File: src/iips_pkg.sv
// ----------------------------------------------------------------------------
// iips_pkg
// Shared constants and types of the sensor polling sequencer.
// ----------------------------------------------------------------------------
package iips_pkg;

   localparam int SAMPLE_BYTES_DEF    = 14;
   localparam int RECOVERY_PULSES_DEF = 9;

   localparam logic [7:0] DEV_ADDR_MAIN = 8'h68;
   localparam logic [7:0] DEV_ADDR_ALT  = 8'h69;
   localparam logic [7:0] REG_WHO_AM_I  = 8'h75;
   localparam logic [7:0] REG_DATA      = 8'h3B;
   localparam logic [7:0] REG_PWR       = 8'h6B;
   localparam logic [7:0] REG_FILTER    = 8'h1A;
   localparam logic [7:0] REG_RATE      = 8'h19;
   localparam logic [7:0] REG_GYRO      = 8'h1B;
   localparam logic [7:0] REG_ACCEL     = 8'h1C;

   // configuration register indexes
   localparam logic [2:0] CSR_PERIOD = 3'd0;
   localparam logic [2:0] CSR_FILTER = 3'd1;
   localparam logic [2:0] CSR_RATE   = 3'd2;
   localparam logic [2:0] CSR_GYRO   = 3'd3;
   localparam logic [2:0] CSR_ACCEL  = 3'd4;

   // error codes
   localparam logic [1:0] ERR_NONE  = 2'd0;
   localparam logic [1:0] ERR_ADDR  = 2'd1;
   localparam logic [1:0] ERR_REG   = 2'd2;
   localparam logic [1:0] ERR_RDADR = 2'd3;

   typedef struct packed {
      logic       sda_level;
      logic       ms_tick;
   } req_type;

   typedef struct packed {
      logic        scl_release;
      logic        sda_release;
      logic        word_valid;
      logic [2:0]  word_index;
      logic signed [15:0] word_value;
      logic        cycle_done;
      logic        read_good;
      logic [1:0]  error_code;
      logic        overrun;
      logic        address_alternate;
      logic [7:0]  identity;
   } rsp_type;

endpackage

File: src/iips_stream_if.sv
// ----------------------------------------------------------------------------
// iips_stream_if
// Valid/ready channel carrying one payload type.
// ----------------------------------------------------------------------------
interface iips_stream_if #(parameter type payload_type = logic);
   logic        valid;
   logic        ready;
   payload_type data;

   modport source (output valid, output data, input ready);
   modport sink   (input valid, input data, output ready);
endinterface

File: src/i2c_imu_poll_sequencer_core.sv
// ----------------------------------------------------------------------------
// i2c_imu_poll_sequencer_core
// Open-drain bus master that probes, sets up and polls a motion sensor.
// ----------------------------------------------------------------------------
// Each request beat is one bus timing quantum and gives exactly one response
// beat in the following cycle with the SCL/SDA drive and any published word or period
// report. One beat is taken every cycle; the single result register, free or
// being emptied in the same cycle, is the only thing that can hold a request
// back. Configuration writes must be made while the block is idle.
module i2c_imu_poll_sequencer_core
   import iips_pkg::*;
#(
   parameter int SAMPLE_BYTES    = SAMPLE_BYTES_DEF,
   parameter int RECOVERY_PULSES = RECOVERY_PULSES_DEF
) (
   input  logic        clock,
   input  logic        reset,
   iips_stream_if.sink   req,
   iips_stream_if.source rsp,
   input  logic        csr_we,
   input  logic [2:0]  csr_index,
   input  logic [15:0] csr_data
);

   logic        full_ff;
   logic        step;
   logic [15:0] period_ff;
   logic [7:0]  filter_ff, rate_ff, gyro_ff, accel_ff;
   rsp_type     result;

   assign req.ready = !full_ff || rsp.ready;
   assign step      = req.valid && req.ready;
   assign rsp.valid = full_ff;
   assign rsp.data  = result;

   // result occupancy
   always_ff @(posedge clock) begin
      if (reset) full_ff <= 1'b0;
      else if (step) full_ff <= 1'b1;
      else if (rsp.ready) full_ff <= 1'b0;
   end

   // configuration registers
   always_ff @(posedge clock) begin
      if (reset) begin
         period_ff <= 16'd20; filter_ff <= 8'd3; rate_ff <= 8'd19;
         gyro_ff <= 8'd0; accel_ff <= 8'd0;
      end else if (csr_we) begin
         case (csr_index)
            CSR_PERIOD: period_ff <= csr_data;
            CSR_FILTER: filter_ff <= csr_data[7:0];
            CSR_RATE:   rate_ff   <= csr_data[7:0];
            CSR_GYRO:   gyro_ff   <= csr_data[7:0];
            CSR_ACCEL:  accel_ff  <= csr_data[7:0];
            default: ;
         endcase
      end
   end

   iips_engine #(
      .SAMPLE_BYTES(SAMPLE_BYTES), .RECOVERY_PULSES(RECOVERY_PULSES)
   ) u_engine (
      .clock(clock), .reset(reset), .step(step), .req(req.data),
      .period(period_ff), .filter_setting(filter_ff), .rate_divider(rate_ff),
      .gyro_range(gyro_ff), .accel_range(accel_ff), .rsp(result)
   );

endmodule

File: src/iips_engine.sv
// ----------------------------------------------------------------------------
// iips_engine
// Bus sequencer state: takes one line quantum per beat, gives next result.
// ----------------------------------------------------------------------------
module iips_engine
   import iips_pkg::*;
#(
   parameter int SAMPLE_BYTES    = SAMPLE_BYTES_DEF,
   parameter int RECOVERY_PULSES = RECOVERY_PULSES_DEF
) (
   input  logic        clock,
   input  logic        reset,
   input  logic        step,
   input  req_type     req,
   input  logic [15:0] period,
   input  logic [7:0]  filter_setting,
   input  logic [7:0]  rate_divider,
   input  logic [7:0]  gyro_range,
   input  logic [7:0]  accel_range,
   output rsp_type     rsp
);

   typedef enum logic [2:0] {
      JOB_RECOVER, JOB_PROBE, JOB_SETUP, JOB_BURST, JOB_WAIT
   } job_type;

   typedef enum logic [2:0] {
      OP_RELEASE, OP_PULSE, OP_START, OP_WRITE, OP_READ, OP_STOP, OP_IDLE
   } op_type;

   localparam logic [3:0] LAST_BYTE  = 4'(SAMPLE_BYTES - 1);
   localparam logic [3:0] LAST_PULSE = 4'(RECOVERY_PULSES - 1);

   job_type     phase_ff, phase_in;
   logic [2:0]  op_ff, op_in;
   logic [4:0]  step_ff, step_in;
   logic [7:0]  shift_ff, shift_in;
   logic [3:0]  byte_ff, byte_in;
   logic [2:0]  pub_ff, pub_in;
   logic [31:0] ms_ff, ms_in;
   logic [31:0] due_ff, due_in;
   logic        alt_ff, alt_in;
   logic [7:0]  ident_ff, ident_in;
   logic [1:0]  perr_ff, perr_in;
   logic        late_ff, late_in;
   logic [2:0]  sidx_ff, sidx_in;
   logic        startup_ff, startup_in;
   logic        scl_ff, scl_in, sda_ff, sda_in;
   logic [15:0] store_ff [7];
   logic        store_we;
   logic [2:0]  store_wa;
   logic [15:0] store_wd;
   rsp_type     rsp_in;

   op_type      kind;
   logic [7:0]  wval;
   logic [7:0]  dev;
   logic [31:0] diff;
   logic [4:0]  s;
   logic        done, nack;

   // current operation of the job
   always_comb begin
      case (phase_ff)
         JOB_RECOVER: kind = (op_ff == 3'd0) ? OP_RELEASE :
                             ((op_ff == 3'd1) ? OP_PULSE : OP_STOP);
         JOB_SETUP:   kind = (op_ff == 3'd0) ? OP_START :
                             ((op_ff >= 3'd4) ? OP_STOP : OP_WRITE);
         JOB_PROBE, JOB_BURST: begin
            if (op_ff == 3'd0 || op_ff == 3'd3) kind = OP_START;
            else if (op_ff == 3'd5)            kind = OP_READ;
            else if (op_ff >= 3'd6)            kind = OP_STOP;
            else                               kind = OP_WRITE;
         end
         default:     kind = OP_IDLE;
      endcase
   end

   // byte to send for the current write
   always_comb begin
      dev = alt_ff ? DEV_ADDR_ALT : DEV_ADDR_MAIN;
      if (op_ff == 3'd1) wval = {dev[6:0], 1'b0};
      else if (phase_ff == JOB_SETUP) begin
         if (op_ff == 3'd2) begin
            case (sidx_ff)
               3'd1:    wval = REG_FILTER;
               3'd2:    wval = REG_RATE;
               3'd3:    wval = REG_GYRO;
               3'd4:    wval = REG_ACCEL;
               default: wval = REG_PWR;
            endcase
         end else begin
            case (sidx_ff)
               3'd1:    wval = filter_setting;
               3'd2:    wval = rate_divider;
               3'd3:    wval = gyro_range;
               3'd4:    wval = accel_range;
               default: wval = 8'h00;
            endcase
         end
      end else if (op_ff == 3'd2) wval = (phase_ff == JOB_PROBE) ? REG_WHO_AM_I : REG_DATA;
      else wval = {dev[6:0], 1'b1};
   end

   // next state for one quantum
   always_comb begin
      phase_in = phase_ff; op_in = op_ff; step_in = step_ff; shift_in = shift_ff;
      byte_in = byte_ff; pub_in = pub_ff; due_in = due_ff; alt_in = alt_ff;
      ident_in = ident_ff; perr_in = perr_ff; late_in = late_ff; sidx_in = sidx_ff;
      startup_in = startup_ff; scl_in = scl_ff; sda_in = sda_ff;
      store_we = 1'b0; store_wa = byte_ff[3:1]; store_wd = '0;
      rsp_in = '0;
      done = 1'b0; nack = 1'b0; s = step_ff;
      ms_in = ms_ff + {31'd0, req.ms_tick};
      diff = ms_in - due_ff;

      // publishing runs beside bus work
      if (pub_ff != 3'd0) begin
         rsp_in.word_valid = 1'b1;
         rsp_in.word_index = 3'd7 - pub_ff;
         rsp_in.word_value = store_ff[3'd7 - pub_ff];
         pub_in = pub_ff - 3'd1;
      end

      if (phase_ff == JOB_WAIT) begin
         scl_in = 1'b1; sda_in = 1'b1;
         if (!diff[31]) begin
            if (diff >= {16'd0, period}) begin late_in = 1'b1; due_in = ms_in; end
            else late_in = 1'b0;
            perr_in = ERR_NONE;
            op_in = '0; step_in = '0; byte_in = '0;
            if (ident_ff == DEV_ADDR_MAIN || ident_ff == DEV_ADDR_ALT) phase_in = JOB_BURST;
            else begin alt_in = 1'b0; phase_in = JOB_PROBE; end
         end
      end else if (kind == OP_IDLE) begin
         phase_in = JOB_WAIT; op_in = '0; step_in = '0; byte_in = '0;
      end else begin
         // one quantum of the operation
         step_in = step_ff + 5'd1;
         case (kind)
            OP_RELEASE: begin scl_in = 1'b1; sda_in = 1'b1; done = 1'b1; end
            OP_PULSE: begin
               if (s == 5'd0) scl_in = 1'b0;
               else begin scl_in = 1'b1; done = 1'b1; end
            end
            OP_START: begin
               if (s == 5'd0) begin scl_in = 1'b1; sda_in = 1'b1; end
               else if (s == 5'd1) sda_in = 1'b0;
               else begin scl_in = 1'b0; done = 1'b1; end
            end
            OP_STOP: begin
               if (s == 5'd0) sda_in = 1'b0;
               else if (s == 5'd1) scl_in = 1'b1;
               else begin sda_in = 1'b1; done = 1'b1; end
            end
            OP_WRITE: begin
               if (s < 5'd24) begin
                  logic [7:0] sb;
                  logic [4:0] q;
                  logic [4:0] sub;
                  sb = (s == 5'd0) ? wval : shift_ff;
                  q = 5'((8'(s) * 8'd11) >> 5);
                  sub = s - 5'(q * 5'd3);
                  shift_in = sb;
                  if (sub == 5'd0) sda_in = sb[7];
                  else if (sub == 5'd1) scl_in = 1'b1;
                  else begin scl_in = 1'b0; shift_in = {sb[6:0], 1'b0}; end
               end else if (s == 5'd24) sda_in = 1'b1;
               else if (s == 5'd25) scl_in = 1'b1;
               else begin nack = req.sda_level; scl_in = 1'b0; done = 1'b1; end
            end
            OP_READ: begin
               if (s == 5'd0) begin sda_in = 1'b1; shift_in = 8'h00; end
               else if (s <= 5'd16) begin
                  if (s[0]) scl_in = 1'b1;
                  else begin shift_in = {shift_ff[6:0], req.sda_level}; scl_in = 1'b0; end
               end else if (s == 5'd17)
                  sda_in = (phase_ff != JOB_BURST || byte_ff >= LAST_BYTE);
               else if (s == 5'd18) scl_in = 1'b1;
               else if (s == 5'd19) scl_in = 1'b0;
               else begin sda_in = 1'b1; done = 1'b1; end
            end
            default: ;
         endcase

         // end of an operation
         if (done) begin
            step_in = '0;
            case (kind)
               OP_RELEASE: begin op_in = 3'd1; byte_in = '0; end
               OP_PULSE: begin
                  if (byte_ff >= LAST_PULSE) op_in = 3'd2;
                  else byte_in = byte_ff + 4'd1;
               end
               OP_START: op_in = op_ff + 3'd1;
               OP_WRITE: begin
                  if (nack) begin
                     logic [1:0] code;
                     code = (op_ff == 3'd4) ? ERR_RDADR : op_ff[1:0];
                     if (phase_ff == JOB_SETUP) begin
                        perr_in = perr_ff | code; op_in = 3'd4;
                     end else begin
                        perr_in = code; op_in = 3'd6;
                     end
                  end else op_in = op_ff + 3'd1;
               end
               OP_READ: begin
                  if (phase_ff == JOB_PROBE) begin
                     ident_in = shift_ff; op_in = 3'd6;
                  end else begin
                     if (byte_ff[3:1] != 3'd7) begin
                        store_we = 1'b1;
                        store_wd = byte_ff[0] ? {store_ff[byte_ff[3:1]][15:8], shift_ff}
                                              : {shift_ff, 8'h00};
                     end
                     if (byte_ff >= LAST_BYTE) op_in = 3'd6;
                     else byte_in = byte_ff + 4'd1;
                  end
               end
               OP_STOP: begin
                  logic fin, good;
                  fin = 1'b0; good = 1'b0;
                  op_in = '0; byte_in = '0;
                  case (phase_ff)
                     JOB_RECOVER: begin
                        alt_in = 1'b0; perr_in = ERR_NONE; phase_in = JOB_PROBE;
                     end
                     JOB_PROBE: begin
                        if (perr_ff != ERR_NONE && !alt_ff) begin
                           alt_in = 1'b1; perr_in = ERR_NONE;
                        end else if (perr_ff == ERR_NONE) begin
                           sidx_in = 3'd0; phase_in = JOB_SETUP;
                        end else fin = 1'b1;
                     end
                     JOB_SETUP: begin
                        sidx_in = sidx_ff + 3'd1;
                        if (sidx_ff == 3'd4) fin = 1'b1;
                     end
                     default: begin fin = 1'b1; good = (perr_ff == ERR_NONE); end
                  endcase
                  if (fin) begin
                     phase_in = JOB_WAIT;
                     if (startup_ff) begin
                        startup_in = 1'b0;
                        due_in = ms_in + {16'd0, period};
                     end else begin
                        rsp_in.cycle_done = 1'b1;
                        rsp_in.read_good = good;
                        rsp_in.error_code = perr_ff;
                        rsp_in.overrun = late_ff;
                        if (good) pub_in = 3'd7;
                        due_in = due_ff + {16'd0, period};
                     end
                  end
               end
               default: ;
            endcase
         end
      end

      rsp_in.scl_release = scl_in;
      rsp_in.sda_release = sda_in;
      rsp_in.address_alternate = alt_in;
      rsp_in.identity = ident_in;
   end

   // sequencer state and result register
   always_ff @(posedge clock) begin
      if (reset) begin
         phase_ff <= JOB_RECOVER; op_ff <= '0; step_ff <= '0; shift_ff <= '0;
         byte_ff <= '0; pub_ff <= '0; ms_ff <= '0; due_ff <= 32'd20;
         alt_ff <= 1'b0; ident_ff <= '0; perr_ff <= '0; late_ff <= 1'b0;
         sidx_ff <= '0; startup_ff <= 1'b1; scl_ff <= 1'b1; sda_ff <= 1'b1;
         rsp <= '0;
      end else if (step) begin
         phase_ff <= phase_in; op_ff <= op_in; step_ff <= step_in; shift_ff <= shift_in;
         byte_ff <= byte_in; pub_ff <= pub_in; ms_ff <= ms_in; due_ff <= due_in;
         alt_ff <= alt_in; ident_ff <= ident_in; perr_ff <= perr_in; late_ff <= late_in;
         sidx_ff <= sidx_in; startup_ff <= startup_in; scl_ff <= scl_in; sda_ff <= sda_in;
         rsp <= rsp_in;
      end
   end

   // word store
   always_ff @(posedge clock) begin
      if (step && store_we) store_ff[store_wa] <= store_wd;
   end

endmodule

File: src/flat_wrapper.sv
// flat-port wrapper written by rule: the top's interface ports become plain ports
module i2c_imu_poll_sequencer_core_flat import iips_pkg::*;
#(
   parameter int SAMPLE_BYTES    = SAMPLE_BYTES_DEF,
   parameter int RECOVERY_PULSES = RECOVERY_PULSES_DEF
)
  (clock, reset, csr_we, csr_index, csr_data, req_valid, req_data, req_ready, rsp_valid, rsp_data, rsp_ready);
  iips_stream_if req_i ();
  iips_stream_if rsp_i ();
  input  logic clock;
  input  logic reset;
  input  logic csr_we;
  input  logic [2:0] csr_index;
  input  logic [15:0] csr_data;
  input wire logic [$bits(req_i.valid)-1:0] req_valid;
  input wire logic [$bits(req_i.data)-1:0] req_data;
  output wire logic [$bits(req_i.ready)-1:0] req_ready;
  output wire logic [$bits(rsp_i.valid)-1:0] rsp_valid;
  output wire logic [$bits(rsp_i.data)-1:0] rsp_data;
  input wire logic [$bits(rsp_i.ready)-1:0] rsp_ready;
  assign req_i.valid = req_valid;
  assign req_i.data = req_data;
  assign req_ready = req_i.ready;
  assign rsp_valid = rsp_i.valid;
  assign rsp_data = rsp_i.data;
  assign rsp_i.ready = rsp_ready;
  i2c_imu_poll_sequencer_core #(.SAMPLE_BYTES(SAMPLE_BYTES), .RECOVERY_PULSES(RECOVERY_PULSES)) u_core (.clock(clock), .reset(reset), .req(req_i), .rsp(rsp_i), .csr_we(csr_we), .csr_index(csr_index), .csr_data(csr_data));
endmodule
File: config.mk
export PLATFORM = sky130hd
export DESIGN_NAME = i2c_imu_poll_sequencer_core_flat
export DESIGN_NICKNAME = d
export VERILOG_FILES = /design/src/iips_pkg.sv /design/src/iips_stream_if.sv /design/src/i2c_imu_poll_sequencer_core.sv /design/src/iips_engine.sv /design/src/flat_wrapper.sv
export SDC_FILE = /design/constraint.sdc
export NUM_CORES = 1
export LEC_CHECK = 0
export BUFFER_PORTS_ARGS = -buffer_cell sky130_fd_sc_hd__buf_4
export CAP_MARGIN = 30
export CORE_MARGIN = 4
export CORE_UTILIZATION = 45
export CTS_CLUSTER_DIAMETER = 200
export DETAILED_ROUTE_END_ITERATION = 10
export MAX_ROUTING_LAYER = met4
export PLACE_DENSITY = 0.73
export SLEW_MARGIN = 40
export SYNTH_ARGS = -nofsm -noshare
export SYNTH_HDL_FRONTEND = slang
export SYNTH_HIERARCHICAL = 1
export SYNTH_SLANG_ARGS = --single-unit
File: constraint.sdc
create_clock -name clock -period 6.98 [get_ports clock]
set_input_delay 1.047 -clock clock [delete_from_list [all_inputs] [get_ports clock]]
set_output_delay 1.047 -clock clock [all_outputs]
set_load 0.005 [all_outputs]
==> results by group <==
Clock network
  • CTS root buf: clkbuf_16
  • TritonCTS clock tree: done
  • CTS H-tree depth: 4
  • Clock net sink count: 151
  • Cts bufs inserted: 17
  • Clock transition at the registers of the reported paths: around 0.070 ns
  • Longest Clk Path Bufs: 2
  • Insertion delay to the later sink of the worst-skew pair: approximately 0.44 ns
  • Hold-fix buffers, CTS: 0

Detailed routing
  • DRC: 0
  • Post-Route WL: 35.6 mm
  • Vias: roughly 12000
  • Antenna Violating Nets Remaining: 0
  • Routed wire per std cell: 17.2 µm
  • DRT Pass-1 Iters: 6
  • DR iter-0 viols: 1102
  • Via-per-instance ratio: 6.01

Floorplan
  • Standard-cell rows: 62
  • Io pins: 28
  • DIE AREA: about 32000 µm²
  • Starting Density: 45.6%
  • Horiz. Die Dim: 179 µm
  • Core area: 28800 µm²
  • Die Y: 179 µm

Logic synthesis
  • Mapped Area: 13100 µm²
  • Cells after Synth: around 1700
  • Ys Warns: 6
  • Avg Inst Size Synth: 7.69 µm²

STA
  • Slew Viols, Final: 0
  • Setup TNS: 0 ns
  • # setup viols final: 0
  • Clock Skew: about 0.016 ns
  • Minimum clock period after layout: 6.62 ns
  • Setup ws final: 0.357 ns
  • Tcrit/Tclk final: a little over nine tenths
  • Final hold violation count: 0
  • Fmax: 0.151 GHz
  • RSZ-0062 raised after global routing: no
  • Slew HR: 47.2%
  • Worst-Margin Slew: 0.792 ns

Cells and area
  • Multi-input logic area: roughly 9300 µm²
  • Fillers: 2799
  • Area Growth Syn to Fin: 8.27%
  • # nets final: 1792
  • # diodes: 0
  • Register area: roughly 3000 µm²
  • Layout cell share with drive strength beyond 1: 8.61%

Placed design
  • I/O Buffers: 27
  • Post-DP HPWL: 25.9 mm
  • RePlAce Congestion: 0.999
  • Setup slack at placement: 0.00421 ns

Critical path
  • Startpoint types: input port
  • R2R Path Start: u_core/u_engine/ms_ff[0]
  • Crit end category: flip-flop
  • Crit-path max FO: 10
  • Critical Path Start: req_data
  • Worst Path Arrival: 6.95 ns
  • Crit path kind: in -> reg
  • Data required time of the critical path: 7.31 ns

GRT
  • Total gr overflow: 0
  • First-pass GRT wire length: 58.1 mm
  • Vias in the first global route: 11600
  • Largest net degree at the start of global routing: 108
  • Total GRT Usage: 22.7%
  • Initial antenna violation count: 0

Job
  • Max Cap Viol: 0

Worst hold path
  • Worst Hold Class: reg -> reg
  • Hold wc startpoint: u_core/u_engine/due_ff[13]

Power and ir drop
  • Worst vdd ir: 0.174 mV
  • Leak: 5.93 nW
  • Pwr Density: 184 nW/µm²

Outcome
  • Outcome: complete, no violations
[stage by stage]
| stage | hold slack (ns) | power (W) | std cells | utilization [%] | area, µm² |
|---|---|---|---|---|---|
| floorplan | 0.448 | 0.00152 | 1708 | - | 13100 |
| global placement | 0.459 | 0.00164 | 2036 | 47.2 | 13600 |
| detailed placement | 0.466 | 0.00166 | 2036 | 47.2 | 13600 |
| CTS | 0.479 | 0.00262 | 2068 | 49.4 | 14200 |
| global route | 0.494 | 0.00276 | 2068 | 49.4 | 14200 |
| finish | 0.481 | 0.00262 | 2068 | 49.4 | 14200 |
[worst paths after layout]
kind,to,slack (ns),cells after the start
worst max-delay path,u_core/u_engine/due_ff[23],0.36,26
worst min-delay path,u_core/u_engine/due_ff[13],0.48,2
worst max register to register,u_core/u_engine/due_ff[23],0.79,25
worst min register to register,u_core/u_engine/due_ff[13],0.48,2
[layout make-up]
type	instances	share of cell area [%]
well taps	384	3.38
clock inverters	15	1.41
flip-flops and latches	151	21.3
clock buffers	17	2.99
repair buffers	54	2.97
multi-input cells	1363	65.8
inverters	84	2.22
[where the power goes]
| part | total [W] | internal [W] | switching, W |
|---|---|---|---|
| logic | 0.000717 | 0.000284 | 0.000433 |
| clock network | 0.000960 | 0.000491 | 0.000469 |
| registers | 0.000940 | 0.000895 | 0.0000447 |
| total | 0.00262 | 0.00167 | 0.000947 |
[flip-flops by register name (all words and copies together) (netlist names), 4 cells and up]
name,flops
u_core/gyro_ff,8
u_core/rate_ff,8
u_core/period_ff,16
u_core/u_engine/ms_ff,32
u_core/u_engine/byte_ff,4
u_core/u_engine/due_ff,32
u_core/u_engine/s,5
u_core/u_engine/ident_ff,8
u_core/filter_ff,8
u_core/u_engine/shift_ff,8
u_core/accel_ff,8
[placed cells by master, fill, tap and decap left out, types with 7 or more instances in the layout]
cell	count
clkinv_8	7
dfxtp_1	150
nand3_1	56
nor2b_1	12
o21ai_0	80
xnor2_1	60
nor4_1	12
o211ai_1	14
clkbuf_16	17
a211o_1	18
nand2b_1	92
a211oi_1	29
inv_1	83
a22oi_1	12
and2_1	14
or3_1	22
ha_1	93
buf_4	52
o22ai_1	13
a31oi_1	13
nor3_1	43
xor2_1	42
o21a_1	14
a21o_1	23
or2_2	11
o31ai_1	13
nor2_1	176
and3_1	13
nand2_1	117
nand4_1	26
and4_1	7
mux2_2	18
mux2i_1	93
o221ai_1	7
a21oi_1	93
[per-layer routing]
metal / vias to the layer above / GRT usage [%] / part of all wire, %
met5: - / - / 0
met4: 0 / 7.36 / 2.4
met3: 61 / 3.44 / 5.6
met2: 394 / 36.1 / 46
met1: 5912 / 29.6 / 46
li1: 6053 / - / -
[worst max-delay path, cell delays in order]
cell	delay, ns
buf_4	0.12
ha_1	0.24
ha_1	0.21
and3_1	0.24
xnor2_1	0.20
inv_1	0.08
ha_1	0.35
a21oi_1	0.19
and2_1	0.30
nand2_1	0.10
and2_1	0.20
o21ai_0	0.14
nand2b_1	0.08
xor2_1	0.14
ha_1	0.29
a21oi_1	0.16
a2bb2oi_1	0.20
a21oi_1	0.09
a211oi_1	0.46
nor2_1	0.08
or4_1	0.53
nor4b_1	0.34
and4_1	0.31
a22o_1	0.23
buf_4	0.25
mux2_2	0.35
[what timing repair did]
| action | in CTS | in global routing |
|---|---|---|
| setup buffers | 0 | 0 |
| resized for setup | 0 | 1 |
| setup endpoints to repair | 0 | 11 |
Power figures use the tool's default switching activity.
